<file path="src/design/tsched_pkg.sv">
// Package with constants and codes of the task scheduler.
package tsched_pkg;
	localparam int MaxTasks = 64;
	localparam int IdW = $clog2(MaxTasks + 1);
	localparam int PtrW = $clog2(MaxTasks);
	localparam logic [2:0] OP_SPAWN = 3'd0;
	localparam logic [2:0] OP_POP = 3'd1;
	localparam logic [2:0] OP_SLEEP = 3'd2;
	localparam logic [2:0] OP_WAKE_T = 3'd3;
	localparam logic [2:0] OP_WAKE_H = 3'd4;
	localparam logic [2:0] OP_FINISH = 3'd5;
	localparam logic [2:0] OP_TICK = 3'd6;
	localparam logic [1:0] ST_OK = 2'd0;
	localparam logic [1:0] ST_EMPTY = 2'd1;
	localparam logic [1:0] ST_NOSPAWN = 2'd2;
	localparam logic [30:0] NoWakeWait = 31'd10000;
	localparam logic [30:0] WaitSat = 31'h7FFFFFFF;
	// Result of one scan pass over the task table.
	typedef struct packed {
		logic found;
		logic [IdW-1:0] id;
		logic [31:0] wtime;
	} scan_res_t;
endpackage

</file>
<file path="src/design/tsched_scan.sv">
// Sequential minimum-wake-time search, one task entry per cycle.
module tsched_scan (
	input logic clk,
	input logic arst_n,
	input logic go,
	input logic [tsched_pkg::IdW-1:0] last_id,
	input logic [31:0] now_ms,
	input logic expired_only,
	output logic [tsched_pkg::IdW-1:0] rd_id,
	input logic rd_sleeping,
	input logic [31:0] rd_wtime,
	output logic done,
	output tsched_pkg::scan_res_t res
);
	// The entry read at rd_id arrives in the next cycle (registered memory).
	logic run_q, chk_q;
	logic [tsched_pkg::IdW-1:0] idx_q, chk_id_q;
	logic [tsched_pkg::IdW-1:0] last_q;
	tsched_pkg::scan_res_t best_q;
	logic hit;
	assign rd_id = idx_q;
	assign hit = rd_sleeping && (!expired_only || rd_wtime <= now_ms) &&
		(!best_q.found || rd_wtime < best_q.wtime);
	assign res = best_q;
	always_ff @(posedge clk or negedge arst_n) begin
		if (!arst_n) begin
			run_q <= 1'b0;
			chk_q <= 1'b0;
			done <= 1'b0;
			idx_q <= '0;
			chk_id_q <= '0;
			last_q <= '0;
			best_q <= '0;
		end else begin
			done <= 1'b0;
			if (go) begin
				best_q <= '0;
				last_q <= last_id;
				idx_q <= tsched_pkg::IdW'(1);
				run_q <= (last_id != '0);
				chk_q <= 1'b0;
				done <= (last_id == '0);
			end else begin
				chk_q <= run_q;
				chk_id_q <= idx_q;
				if (run_q) begin
					if (idx_q == last_q) run_q <= 1'b0;
					else idx_q <= idx_q + 1'b1;
				end
				if (chk_q) begin
					if (hit) best_q <= '{found: 1'b1, id: chk_id_q, wtime: rd_wtime};
					if (!run_q) done <= 1'b1;
				end
			end
		end
	end
endmodule

</file>
<file path="src/design/task_ready_and_sleep_scheduler_top.sv">
// Top level of the task scheduler: sequencer, task tables and ready list.
//  channel  | signals                                        | handshake
//  command  | operation task_req now_ms delay_ms             | start when !busy
//  result   | task_id status woke_by_timeout moved_count     | done strobe
//           | next_wait_ms                                   |
//  config   | task_limit_we task_limit                       | written when we
// Spawn, pop, wake, sleep and finish keep busy high through the link table read and
// write steps; a rejected or empty command goes straight to the finish state.
// A tick runs one scan of the task table for every task moved, one more that finds no
// expired task and one more for the next wait. The done strobe comes in the first
// cycle with busy low. Reset clears all control state; the link and wake time tables
// are only read where written. The result cannot be stalled.
module task_ready_and_sleep_scheduler_top (
	input logic clk,
	input logic arst_n,
	input logic start,
	output logic busy,
	input logic [2:0] operation,
	input logic [6:0] task_req,
	input logic [31:0] now_ms,
	input logic [30:0] delay_ms,
	input logic task_limit_we,
	input logic [6:0] task_limit,
	output logic done,
	output logic [6:0] task_id,
	output logic [1:0] status,
	output logic woke_by_timeout,
	output logic [6:0] moved_count,
	output logic [30:0] next_wait_ms
);
	localparam int IW = tsched_pkg::IdW;
	localparam int MT = tsched_pkg::MaxTasks;
	localparam logic [3:0] S_IDLE = 4'd0;
	localparam logic [3:0] S_RD = 4'd1;
	localparam logic [3:0] S_UNL = 4'd2;
	localparam logic [3:0] S_ACT = 4'd3;
	localparam logic [3:0] S_PUSH = 4'd4;
	localparam logic [3:0] S_SCAN = 4'd5;
	localparam logic [3:0] S_SWAIT = 4'd6;
	localparam logic [3:0] S_FIN = 4'd7;
	localparam logic [3:0] S_SPRD = 4'd8;

	logic [3:0] state_q;
	logic [2:0] op_q;
	logic [IW-1:0] req_q, t_q, cur_q, head_q, tail_q, made_q, limit_q;
	logic [31:0] now_q, wake_q;
	logic [IW-1:0] nxt_eff, prv_eff;
	logic [tsched_pkg::PtrW-1:0] idle_rd_q;
	logic [IW-1:0] idle_cnt_q;
	logic [MT:0] sleeping_q, tmark_q, queued_q, idlef_q;
	logic [IW-1:0] id_q;
	logic [1:0] st_q;
	logic woke_q;
	logic [IW-1:0] moved_q;
	logic [30:0] wait_q;
	logic final_q;

	// Link and wake tables, each written and read at one address a cycle.
	logic [IW-1:0] next_mem [MT+1];
	logic [IW-1:0] prev_mem [MT+1];
	logic [31:0] wake_mem [MT+1];
	logic [IW-1:0] ring_mem [MT];
	logic [IW-1:0] next_rd, prev_rd, ring_rd;
	logic [31:0] wake_rd;
	logic sleep_rd;
	logic [IW-1:0] link_addr, scan_addr;
	logic n_we, p_we, w_we, r_we;
	logic [IW-1:0] n_wa, n_wd, p_wa, p_wd;
	logic [tsched_pkg::PtrW-1:0] r_wa;

	logic scan_go, scan_done;
	tsched_pkg::scan_res_t scan_res;
	logic [IW-1:0] lim_eff;
	logic [32:0] wsum;
	logic [31:0] wait_diff;

	assign lim_eff = (limit_q > IW'(MT)) ? IW'(MT) : limit_q;
	assign wsum = {1'b0, now_ms} + {2'b0, delay_ms};
	assign busy = (state_q != S_IDLE);
	assign wait_diff = (scan_res.wtime > now_q) ? scan_res.wtime - now_q : 32'd0;

	always_ff @(posedge clk) begin
		if (n_we) next_mem[n_wa] <= n_wd;
		if (p_we) prev_mem[p_wa] <= p_wd;
		if (w_we) wake_mem[t_q] <= wake_q;
		if (r_we) ring_mem[r_wa] <= cur_q;
		next_rd <= next_mem[link_addr];
		prev_rd <= prev_mem[link_addr];
		wake_rd <= wake_mem[scan_addr];
		sleep_rd <= sleeping_q[scan_addr];
		ring_rd <= ring_mem[idle_rd_q];
	end

	tsched_scan u_scan (
		.clk(clk), .arst_n(arst_n), .go(scan_go), .last_id(made_q), .now_ms(now_q),
		.expired_only(!final_q), .rd_id(scan_addr), .rd_sleeping(sleep_rd),
		.rd_wtime(wake_rd), .done(scan_done), .res(scan_res)
	);

	assign link_addr = t_q;

	// The tail has no successor and the head no predecessor, whatever the table holds.
	assign nxt_eff = (t_q == tail_q) ? '0 : next_rd;
	assign prv_eff = (t_q == head_q) ? '0 : prev_rd;

	// Memory write ports driven from the sequencer state.
	always_comb begin
		n_we = 1'b0; n_wa = '0; n_wd = '0;
		p_we = 1'b0; p_wa = '0; p_wd = '0;
		w_we = 1'b0; r_we = 1'b0; r_wa = '0;
		case (state_q)
			S_UNL: begin
				// Unlink t using its prev/next read in the step before.
				if (queued_q[t_q]) begin
					if (prv_eff != '0) begin n_we = 1'b1; n_wa = prv_eff; n_wd = nxt_eff; end
					if (nxt_eff != '0) begin p_we = 1'b1; p_wa = nxt_eff; p_wd = prv_eff; end
				end
			end
			S_PUSH: begin
				if (op_q == tsched_pkg::OP_WAKE_H) begin
					n_we = 1'b1; n_wa = t_q; n_wd = head_q;
					p_we = 1'b1; p_wa = head_q; p_wd = t_q;
				end else begin
					n_we = 1'b1; n_wa = tail_q; n_wd = t_q;
					p_we = 1'b1; p_wa = t_q; p_wd = tail_q;
				end
			end
			S_ACT: begin
				if (op_q == tsched_pkg::OP_SLEEP) w_we = 1'b1;
				if (op_q == tsched_pkg::OP_FINISH && idle_cnt_q < IW'(MT)) begin
					r_we = 1'b1;
					r_wa = tsched_pkg::PtrW'({1'b0, idle_rd_q} + idle_cnt_q);
				end
			end
			default: ;
		endcase
	end

	always_ff @(posedge clk or negedge arst_n) begin
		if (!arst_n) begin
			state_q <= S_IDLE;
			op_q <= '0; req_q <= '0; t_q <= '0; cur_q <= '0;
			head_q <= '0; tail_q <= '0; made_q <= '0; limit_q <= IW'(MT);
			now_q <= '0; wake_q <= '0;
			idle_rd_q <= '0; idle_cnt_q <= '0;
			sleeping_q <= '0; tmark_q <= '0; queued_q <= '0; idlef_q <= '0;
			id_q <= '0; st_q <= '0; woke_q <= 1'b0; moved_q <= '0; wait_q <= '0;
			final_q <= 1'b0; scan_go <= 1'b0; done <= 1'b0;
		end else begin
			done <= 1'b0;
			scan_go <= 1'b0;
			if (task_limit_we) limit_q <= task_limit;
			case (state_q)
				S_IDLE: begin
					if (start) begin
						op_q <= operation; req_q <= task_req; now_q <= now_ms;
						id_q <= '0; st_q <= tsched_pkg::ST_OK; woke_q <= 1'b0;
						moved_q <= '0; wait_q <= '0; final_q <= 1'b0;
						wake_q <= wsum[32] ? 32'hFFFFFFFF : wsum[31:0];
						case (operation)
							tsched_pkg::OP_SPAWN: begin
								if (idle_cnt_q != '0) state_q <= S_SPRD;
								else if (made_q < lim_eff) begin
									made_q <= made_q + 1'b1;
									t_q <= made_q + 1'b1;
									id_q <= made_q + 1'b1;
									state_q <= S_ACT;
								end else begin
									st_q <= tsched_pkg::ST_NOSPAWN;
									state_q <= S_FIN;
								end
							end
							tsched_pkg::OP_POP: begin
								if (head_q == '0) begin
									st_q <= tsched_pkg::ST_EMPTY;
									state_q <= S_FIN;
								end else begin
									t_q <= head_q; id_q <= head_q;
									woke_q <= tmark_q[head_q];
									state_q <= S_RD;
								end
							end
							tsched_pkg::OP_SLEEP, tsched_pkg::OP_FINISH: begin
								t_q <= cur_q;
								state_q <= (cur_q != '0) ? S_RD : S_FIN;
							end
							tsched_pkg::OP_WAKE_T, tsched_pkg::OP_WAKE_H: begin
								t_q <= task_req;
								if (task_req != '0 && task_req <= made_q && !idlef_q[task_req])
									state_q <= S_RD;
								else state_q <= S_FIN;
							end
							tsched_pkg::OP_TICK: begin
								scan_go <= 1'b1;
								state_q <= S_SCAN;
							end
							default: state_q <= S_FIN;
						endcase
					end
				end
				S_SPRD: begin
					// Ring data became valid this cycle.
					t_q <= ring_rd; id_q <= ring_rd;
					idle_rd_q <= idle_rd_q + 1'b1;
					idle_cnt_q <= idle_cnt_q - 1'b1;
					idlef_q[ring_rd] <= 1'b0;
					state_q <= S_ACT;
				end
				S_RD: state_q <= S_UNL;
				S_UNL: begin
					// Link words read for t in S_RD are valid in this cycle.
					if (queued_q[t_q]) begin
						if (prv_eff == '0) head_q <= nxt_eff;
						if (nxt_eff == '0) tail_q <= prv_eff;
						queued_q[t_q] <= 1'b0;
					end
					state_q <= S_ACT;
				end
				S_ACT: begin
					state_q <= S_FIN;
					case (op_q)
						tsched_pkg::OP_SPAWN: begin
							sleeping_q[t_q] <= 1'b0; tmark_q[t_q] <= 1'b0;
							state_q <= S_PUSH;
						end
						tsched_pkg::OP_POP: begin
							cur_q <= t_q; tmark_q[t_q] <= 1'b0;
						end
						tsched_pkg::OP_SLEEP: begin
							sleeping_q[t_q] <= 1'b1; cur_q <= '0;
						end
						tsched_pkg::OP_FINISH: begin
							sleeping_q[t_q] <= 1'b0; tmark_q[t_q] <= 1'b0;
							if (idle_cnt_q < IW'(MT)) begin
								idle_cnt_q <= idle_cnt_q + 1'b1;
								idlef_q[t_q] <= 1'b1;
							end
							cur_q <= '0;
						end
						tsched_pkg::OP_WAKE_T, tsched_pkg::OP_WAKE_H: begin
							sleeping_q[t_q] <= 1'b0; tmark_q[t_q] <= 1'b0;
							state_q <= S_PUSH;
						end
						default: ;
					endcase
				end
				S_PUSH: begin
					queued_q[t_q] <= 1'b1;
					if (op_q == tsched_pkg::OP_WAKE_H) begin
						if (head_q == '0) tail_q <= t_q;
						head_q <= t_q;
					end else begin
						if (tail_q == '0) head_q <= t_q;
						tail_q <= t_q;
					end
					state_q <= (op_q == tsched_pkg::OP_TICK) ? S_SWAIT : S_FIN;
					if (op_q == tsched_pkg::OP_TICK) scan_go <= 1'b1;
				end
				S_SCAN: begin
					if (scan_done) begin
						if (final_q) begin
							if (!scan_res.found) wait_q <= tsched_pkg::NoWakeWait;
							else if (wait_diff[31]) wait_q <= tsched_pkg::WaitSat;
							else wait_q <= wait_diff[30:0];
							state_q <= S_FIN;
						end else if (scan_res.found) begin
							t_q <= scan_res.id;
							sleeping_q[scan_res.id] <= 1'b0;
							tmark_q[scan_res.id] <= 1'b1;
							moved_q <= moved_q + 1'b1;
							state_q <= S_PUSH;
						end else begin
							final_q <= 1'b1;
							scan_go <= 1'b1;
						end
					end
				end
				S_SWAIT: state_q <= S_SCAN;
				S_FIN: begin
					done <= 1'b1;
					state_q <= S_IDLE;
				end
				default: state_q <= S_IDLE;
			endcase
		end
	end

	assign task_id = id_q;
	assign status = st_q;
	assign woke_by_timeout = woke_q;
	assign moved_count = moved_q;
	assign next_wait_ms = wait_q;
endmodule

</file>
<file path="config.mk">
export PLATFORM = sky130hd
export DESIGN_NAME = task_ready_and_sleep_scheduler_top
export DESIGN_NICKNAME = d
export VERILOG_FILES = /design/src/design/tsched_pkg.sv /design/src/design/tsched_scan.sv /design/src/design/task_ready_and_sleep_scheduler_top.sv
export SDC_FILE = /design/constraint.sdc
export NUM_CORES = 2
export LEC_CHECK = 0
export ABC_CLOCK_PERIOD_IN_PS = 6000
export BUFFER_PORTS_ARGS = -buffer_cell sky130_fd_sc_hd__buf_2
export CAP_MARGIN = 0
export CORE_UTILIZATION = 50
export DETAILED_ROUTE_END_ITERATION = 7
export PLACE_DENSITY = 0.68
export SLEW_MARGIN = 5
export SYNTH_ARGS = -nofsm -noshare
export SYNTH_HDL_FRONTEND = slang
export SYNTH_SLANG_ARGS = --single-unit
</file>
<file path="constraint.sdc">
create_clock -name clk -period 6 [get_ports clk]
set_input_delay 0.3 -clock clk [delete_from_list [all_inputs] [get_ports clk]]
set_output_delay 0.3 -clock clk [all_outputs]
set_load 0.05 [all_outputs]
</file>
Word level (Yosys, flattened, before mapping)
Memory sizes are Yosys's and may differ from the RTL's. A register that Yosys moved wholly into a read port is not among the register bits. Index checks and enable logic that the tools add are counted.

Bits in registers: 502. Latch bits: 0. RAM bits: 3438. ROM bits: 0. Input port bits: 84. Logic and storage cells: 332. Memories kept: 4.

$add $sub $neg: 9. $mul: 0. Divide/modulo/power cells: 0. $lt $le $gt $ge: 16. Equality and inequality tests: 43. Shift operators: 0. Multiplexer cells: 152. Bitwise operators: 13. Reductions and logical operators: 61.

Memory list: wake_mem (depth 65, width 32, rd ports 1, clocked after memory_dff 1, wr ports 1, RTL line task_ready_and_sleep_scheduler_top.sv:61) `logic [31:0] wake_mem [MT+1];`; next_mem (depth 65, width 7, rd ports 1, clocked after memory_dff 1, wr ports 1, RTL line task_ready_and_sleep_scheduler_top.sv:59) `logic [IW-1:0] next_mem [MT+1];`; prev_mem (depth 65, width 7, rd ports 1, clocked after memory_dff 1, wr ports 1, RTL line task_ready_and_sleep_scheduler_top.sv:60) `logic [IW-1:0] prev_mem [MT+1];`; ring_mem (depth 64, width 7, rd ports 1, clocked after memory_dff 1, wr ports 1, RTL line task_ready_and_sleep_scheduler_top.sv:62) `logic [IW-1:0] ring_mem [MT];`.

Operator list (number): $mux W65 (10); $pmux W65 S2 (5); $and A65 B65 Y65 (5); $mux W7 (41); $or A65 B65 Y65 (4); $not A65 Y65 (3); $mux W31 (5); $pmux W7 S2 (11); $mux W40 (3); $mux W32 (2); $pmux W31 S2 (1); $lt A7 B8 Y1 const B (6); $mux W1 (44); $reduce_bool A7 Y1 (6); $logic_not A7 Y1 (5); $add A32 B31 Y33 (1); $gt A32 B32 Y1 (1); $le A32 B32 Y1 (1); $lt A32 B32 Y1 (1); $sub A32 B32 Y32 (1); $add A7 B1 Y7 const B (4); $bmux W1 S7 (4); $pmux W4 S7 (1); $pmux W7 S4 (1); 49 further kinds (128).

Longest topological paths before layout
Depth after elaboration: 10. Mapped depth: 13.

Hierarchy
From an unflattened synthesis, not the netlist that was laid out.

Cells, all modules: 8966. Area, all modules: 160964.4 um^2.

By module, submodules not included: task_ready_and_sleep_scheduler_top (instances 1, cells an instance 8490, area each 156370.0 um^2, seq. area each 115256.8 um^2); tsched_scan (instances 1, cells an instance 476, area each 4594.4 um^2, seq. area each 1601.5 um^2).

Worst setup path before layout
No wires, ideal clock.

Path type: register to register. Start: register t_q[0], in the netlist link_addr[0]. End: memory next_mem[0][0] (netlist name), data pin. Data arrival time: 4.936 ns. Path slack: 0.337 ns. Cell stages (with the launch flop): 10. Period minus slack after synthesis: 5.663 ns. Cells stage by stage: dfrtp_1 > buf_6 > or2_2 > nor2_2 > nand4b_1 > o22ai_1 > o41ai_4 > buf_4 > clkbuf_1 > o31ai_1.

Longest elaborated chain between the ends: 6. Elaborated cells on any way between the ends: 11. Those cells by class: eq/ne (2); mux (8); reduce/logical (1).

Ends and longest elaborated chain: start: declaration (RTL line task_ready_and_sleep_scheduler_top.sv:45) `logic [IW-1:0] req_q, t_q, cur_q, head_q, tail_q, made_q, limit_q;`; start signal: assignment (RTL line task_ready_and_sleep_scheduler_top.sv:165) `t_q <= made_q + 1'b1;`; start signal: assignment (RTL line task_ready_and_sleep_scheduler_top.sv:178) `t_q <= head_q; id_q <= head_q;`; start signal: assignment (RTL line task_ready_and_sleep_scheduler_top.sv:184) `t_q <= cur_q;`; branches (longest 5 deep; another with $bmux W1 S7); $pmux W7 S2 (*) (RTL line task_ready_and_sleep_scheduler_top.sv:111) `case (state_q)`; net n_wd[0] (RTL line task_ready_and_sleep_scheduler_top.sv:68) `logic [IW-1:0] n_wa, n_wd, p_wa, p_wd;`; end: declaration (RTL line task_ready_and_sleep_scheduler_top.sv:59).

Mark *: on every way through the listed nets, which the timed path passes. The select of a mux whose other input is x is not followed.

Worst setup path after layout
Start: register t_q[1], in the netlist link_addr[1]. End: memory prev_mem[17][4] (netlist name), enable pin.

Longest elaborated chain between the ends: 8. Elaborated cells on any way between the ends: 14. Those cells by class: eq/ne (1); mux (12); reduce/logical (1).

Ends and longest elaborated chain (RTL line): branches (longest 8 deep; another with $bmux W1 S7); end: declaration (task_ready_and_sleep_scheduler_top.sv:60).

Several ways; the timed one is not identified. The select of a mux whose other input is x is not followed.

==> flow_metrics.py <==
metrics = {
    "finish": {
        "area_growth_pct": 12.7,
        "design_area_sq_um": 181000,
        "final_net_count": 9448,
        "drive_above_1_share_pct": 21.8,
    },
    "logic_synthesis": {
        "avgSynthCellArea_sq_um": 18.1,
        "synthMostInstantiatedCell": "edfxtp_1",
        "synth_xor_area_share_pct": 0.599,
        "ys_warn_count": 0,
        "ys_seq_area_share_pct": 72.7,
        "synth_ff_type": "edfxtp_1",
        "synth_top_area_share_pct": 64.2,
        "synth_adder_area_share_pct": 1.25,
        "synth.area.top_cells": "edfxtp_1 (64%), mux4_2 (12%), dfrtp_1 (7.8%), a22oi_1 (1.8%), ha_1 (1.2%)",
        "yosys-top-cells-count": "edfxtp_1 (3,438), mux4_2 (887), dfrtp_1 (499), nor2_1 (435), nand2_1 (399)",
        "synth_top_family_by_area": "multiplexers",
        "synthSimpleGateAreaFrac_pct": 3.73,
        "synthesis.nets": 9119,
        "synth-seq-cells": 3992,
        "synthArstFlopShare_pct": 12.5,
        "synthCells": 8877,
        "synth_top_cell_by_area": "edfxtp_1",
        "synth.area.mux_share_pct": 13.3,
        "synth_edf_count": 3438,
        "synth-compound-area-share_pct": 6.90,
        "synthesis.area_sq_um": 161000,
        "synth_cell_types": 88,
    },
    "power": {
        "cellLeakagePower_nw": 60.0,
        "powerDensity_nw_per_um2": 446,
        "power.total_w": 0.0808,
        "peakVddDrop_v": 0.000463,
    },
    "placement": {
        "gp_congestion": 0.940,
        "place_area_sq_um": 168000,
        "dp_hpwl_microns": 260000,
        "portBuffers": 133,
        "pre_cts_slack_ps": 832,
    },
    "sta": {
        "maxSlewViolCount": 0,
        "fmax_ghz": 0.188,
        "setup_slack_ps": 671,
        "skew_ps": 63.6,
        "slew_headroom_pct": 9.58,
        "period_share_pct": 88.8,
        "setup-tns-final_ps": 0,
        "finalHoldViolCount": 0,
        "fin_crit_ps": 5330,
        "setup-violations-final": 0,
        "worstMarginPinSlew_ps": 1350,
        "grt_setup_unrepaired": "no",
    },
    "floorplanning": {
        "rows": 207,
        "die_x_microns": 569,
        "start_util_pct": 50.4,
        "core_sq_um": 319000,
        "dieArea_sq_um": 324000,
        "die_h_microns": 569,
        "ios": 134,
    },
    "clock_network": {
        "cts_resized": 0,
        "clock_sinks": 3992,
        "clk_pin_slew_ps": 60,
        "post-cts-setup-buffers": 0,
        "clk_path_buf_depth": 4,
        "cts-root-buf": "clkbuf_16",
        "clock_latency_ps": 950,
        "htree_levels": 5,
        "cts_buffers": 385,
        "tritoncts": "done",
    },
    "global_route": {
        "use_met3_pct": 4.07,
        "use_met2_pct": 41.9,
        "gr-total-overflow": 0,
        "top_usage_layer": "met2",
        "grt_pass1_wl_microns": 626000,
        "grt_use_total_pct": 26.4,
        "met1_usage_pct": 36.6,
        "antenna_found_initial": 9,
        "first_global_vias": 89500,
        "grt_max_degree": 165,
    },
    "outcome": {
        "status": "complete, no violations",
    },
    "worst_setup_path": {
        "cp_max_fo": 21,
        "crit_chain": "clkinv_1 > and2_1 > o21ai_0 > a41oi_2 > o41ai_4 > nor2_2 > a211oi_1 > nand2b_1 > nor2_1",
        "max_stage_delay_ps": 930,
        "crit_path_top_delay_cell": "o41ai_4",
        "critPathArrivalTime_ps": 5840,
        "critPathLaunchType": "register",
        "path_class": "reg -> reg",
        "crit_path_end_kind": "register",
        "worstPathRequired_ps": 6510,
    },
    "min_path": {
        "hp-class": "in -> async",
    },
    "route": {
        "wl_per_cell_microns": 31.1,
        "ant_nets": 0,
        "via_count": 89900,
        "drt-pass1-iter-count": 6,
        "drtIter0Drc": 12000,
        "totalWireLength_microns": 429000,
        "post-route-drc-count": 0,
        "via_per_inst": 6.51,
    },
    "job": {
        "max-cap-violations": 0,
    },
}
## report_power, final
group	total, W	internal, W	switching, W
Combinational	0.0206	0.00793	0.0127
Clock	0.0241	0.0138	0.0103
Sequential	0.0360	0.0337	0.00236
Total	0.0808	0.0554	0.0254
## cell usage in the layout, fill, tap and decap left out, drive strengths merged, types with 54 or more instances in the layout
cell | synthesis | layout
clkbuf | 387 | 486
o21ai | 344 | 344
buf | 145 | 380
ha | 154 | 154
a31oi | 150 | 150
nand2 | 399 | 399
nand3 | 55 | 55
clkinv | 1 | 144
a22o | 61 | 61
dlygate4sd3 | 0 | 94
mux2 | 70 | 70
o22ai | 75 | 75
xnor2 | 72 | 72
edfxtp | 3438 | 3438
a21oi | 248 | 248
dfrtp | 499 | 499
nand2b | 110 | 110
inv | 106 | 116
a21o | 108 | 108
a221oi | 64 | 64
nor2 | 437 | 437
mux4 | 887 | 887
nand4 | 80 | 80
mux2i | 68 | 68
a22oi | 377 | 377
dfxtp | 54 | 54
## logic make-up (layout without fill, tap and decap cells)
family / count (synthesis) / in the layout
mux: 1025 / 1025
fa+ha+maj: 158 / 158
simple gates: 1294 / 1294
other cells: 0 / 10
compound gates: 1659 / 1659
buf+inv: 639 / 1275
flops: 3992 / 3992
xor+xnor: 110 / 110
## metrics by stage
step                      utilization [%]  hold slack (ps)  cells
after floorplan                         -             4.41   8877
after global placement               52.6              425  13000
after detailed placement             52.6              442  13000
after CTS                            56.8             3.81  13800
after global routing                 56.8             36.2  13800
final                                56.8             48.3  13800
## registers in the layout, indices dropped and copies added (netlist names), 40 cells and up, named ones only
signal,cells
idlef_q,64
next_mem,455
prev_mem,455
ring_mem,448
tmark_q,65
u_scan.res,40
wake_mem,2080
## worst paths after layout
check | slack [ps] | depth (start not counted) | to | startpoint
hold reg to reg | 470 | 1 | wake_rd[26]$_DFF_P_ | wake_mem[64][26]$_DFFE_PP_
setup / recovery | 670 | 9 | prev_mem[17][4]$_DFFE_PP_ | link_addr[1]$_DFFE_PN0P_
setup reg to reg | 670 | 9 | prev_mem[17][4]$_DFFE_PP_ | link_addr[1]$_DFFE_PN0P_
hold / removal | 50 | 2 | task_id[3]$_DFFE_PN0P_ | arst_n
max in group asynchronous | 4420 | 3 | link_addr[0]$_DFFE_PN0P_ | arst_n
min in group clk | 50 | 4 | wake_q[20]$_DFFE_PN0P_ | delay_ms[20]
## critical path, delay by kind of cell (launching register included)
kind | cells | cell delay, ps
and+or+nand+nor | 4 | 1780
AOI/OAI and AO/OA | 4 | 1750
DFF | 1 | 890
buffers and inverters | 1 | 500
## layout make-up
| class | instances | area [sq um] |
|---|---|---|
| Antenna cell | 10 | 25.0 |
| Clock buffer | 486 | 10400 |
| Clock inverter | 208 | 2030 |
| Fill cell | 23500 | 138000 |
| Inverter | 107 | 402 |
| Multi-Input combinational cell | 4246 | 42200 |
| Sequential cell | 3992 | 117000 |
| Tap cell | 4284 | 5360 |
| Timing Repair Buffer | 474 | 3900 |
## layer usage
| layer | wire length [microns] | vias up |
|---|---|---|
| met3 | 36600 | 963 |
| met2 | 205000 | 5173 |
| met4 | 19900 | 4 |
| met1 | 167000 | 46900 |
| met5 | 26 | - |
| li1 | - | 36900 |
## what timing repair did
action / 4_1_cts / 5_1_grt
hold buffers: 94 / 0
endpoints found under the setup margin: 0 / 0
hold endpoints to repair: 174 / 0
No activity file was read; power rests on OpenSTA's default activity.
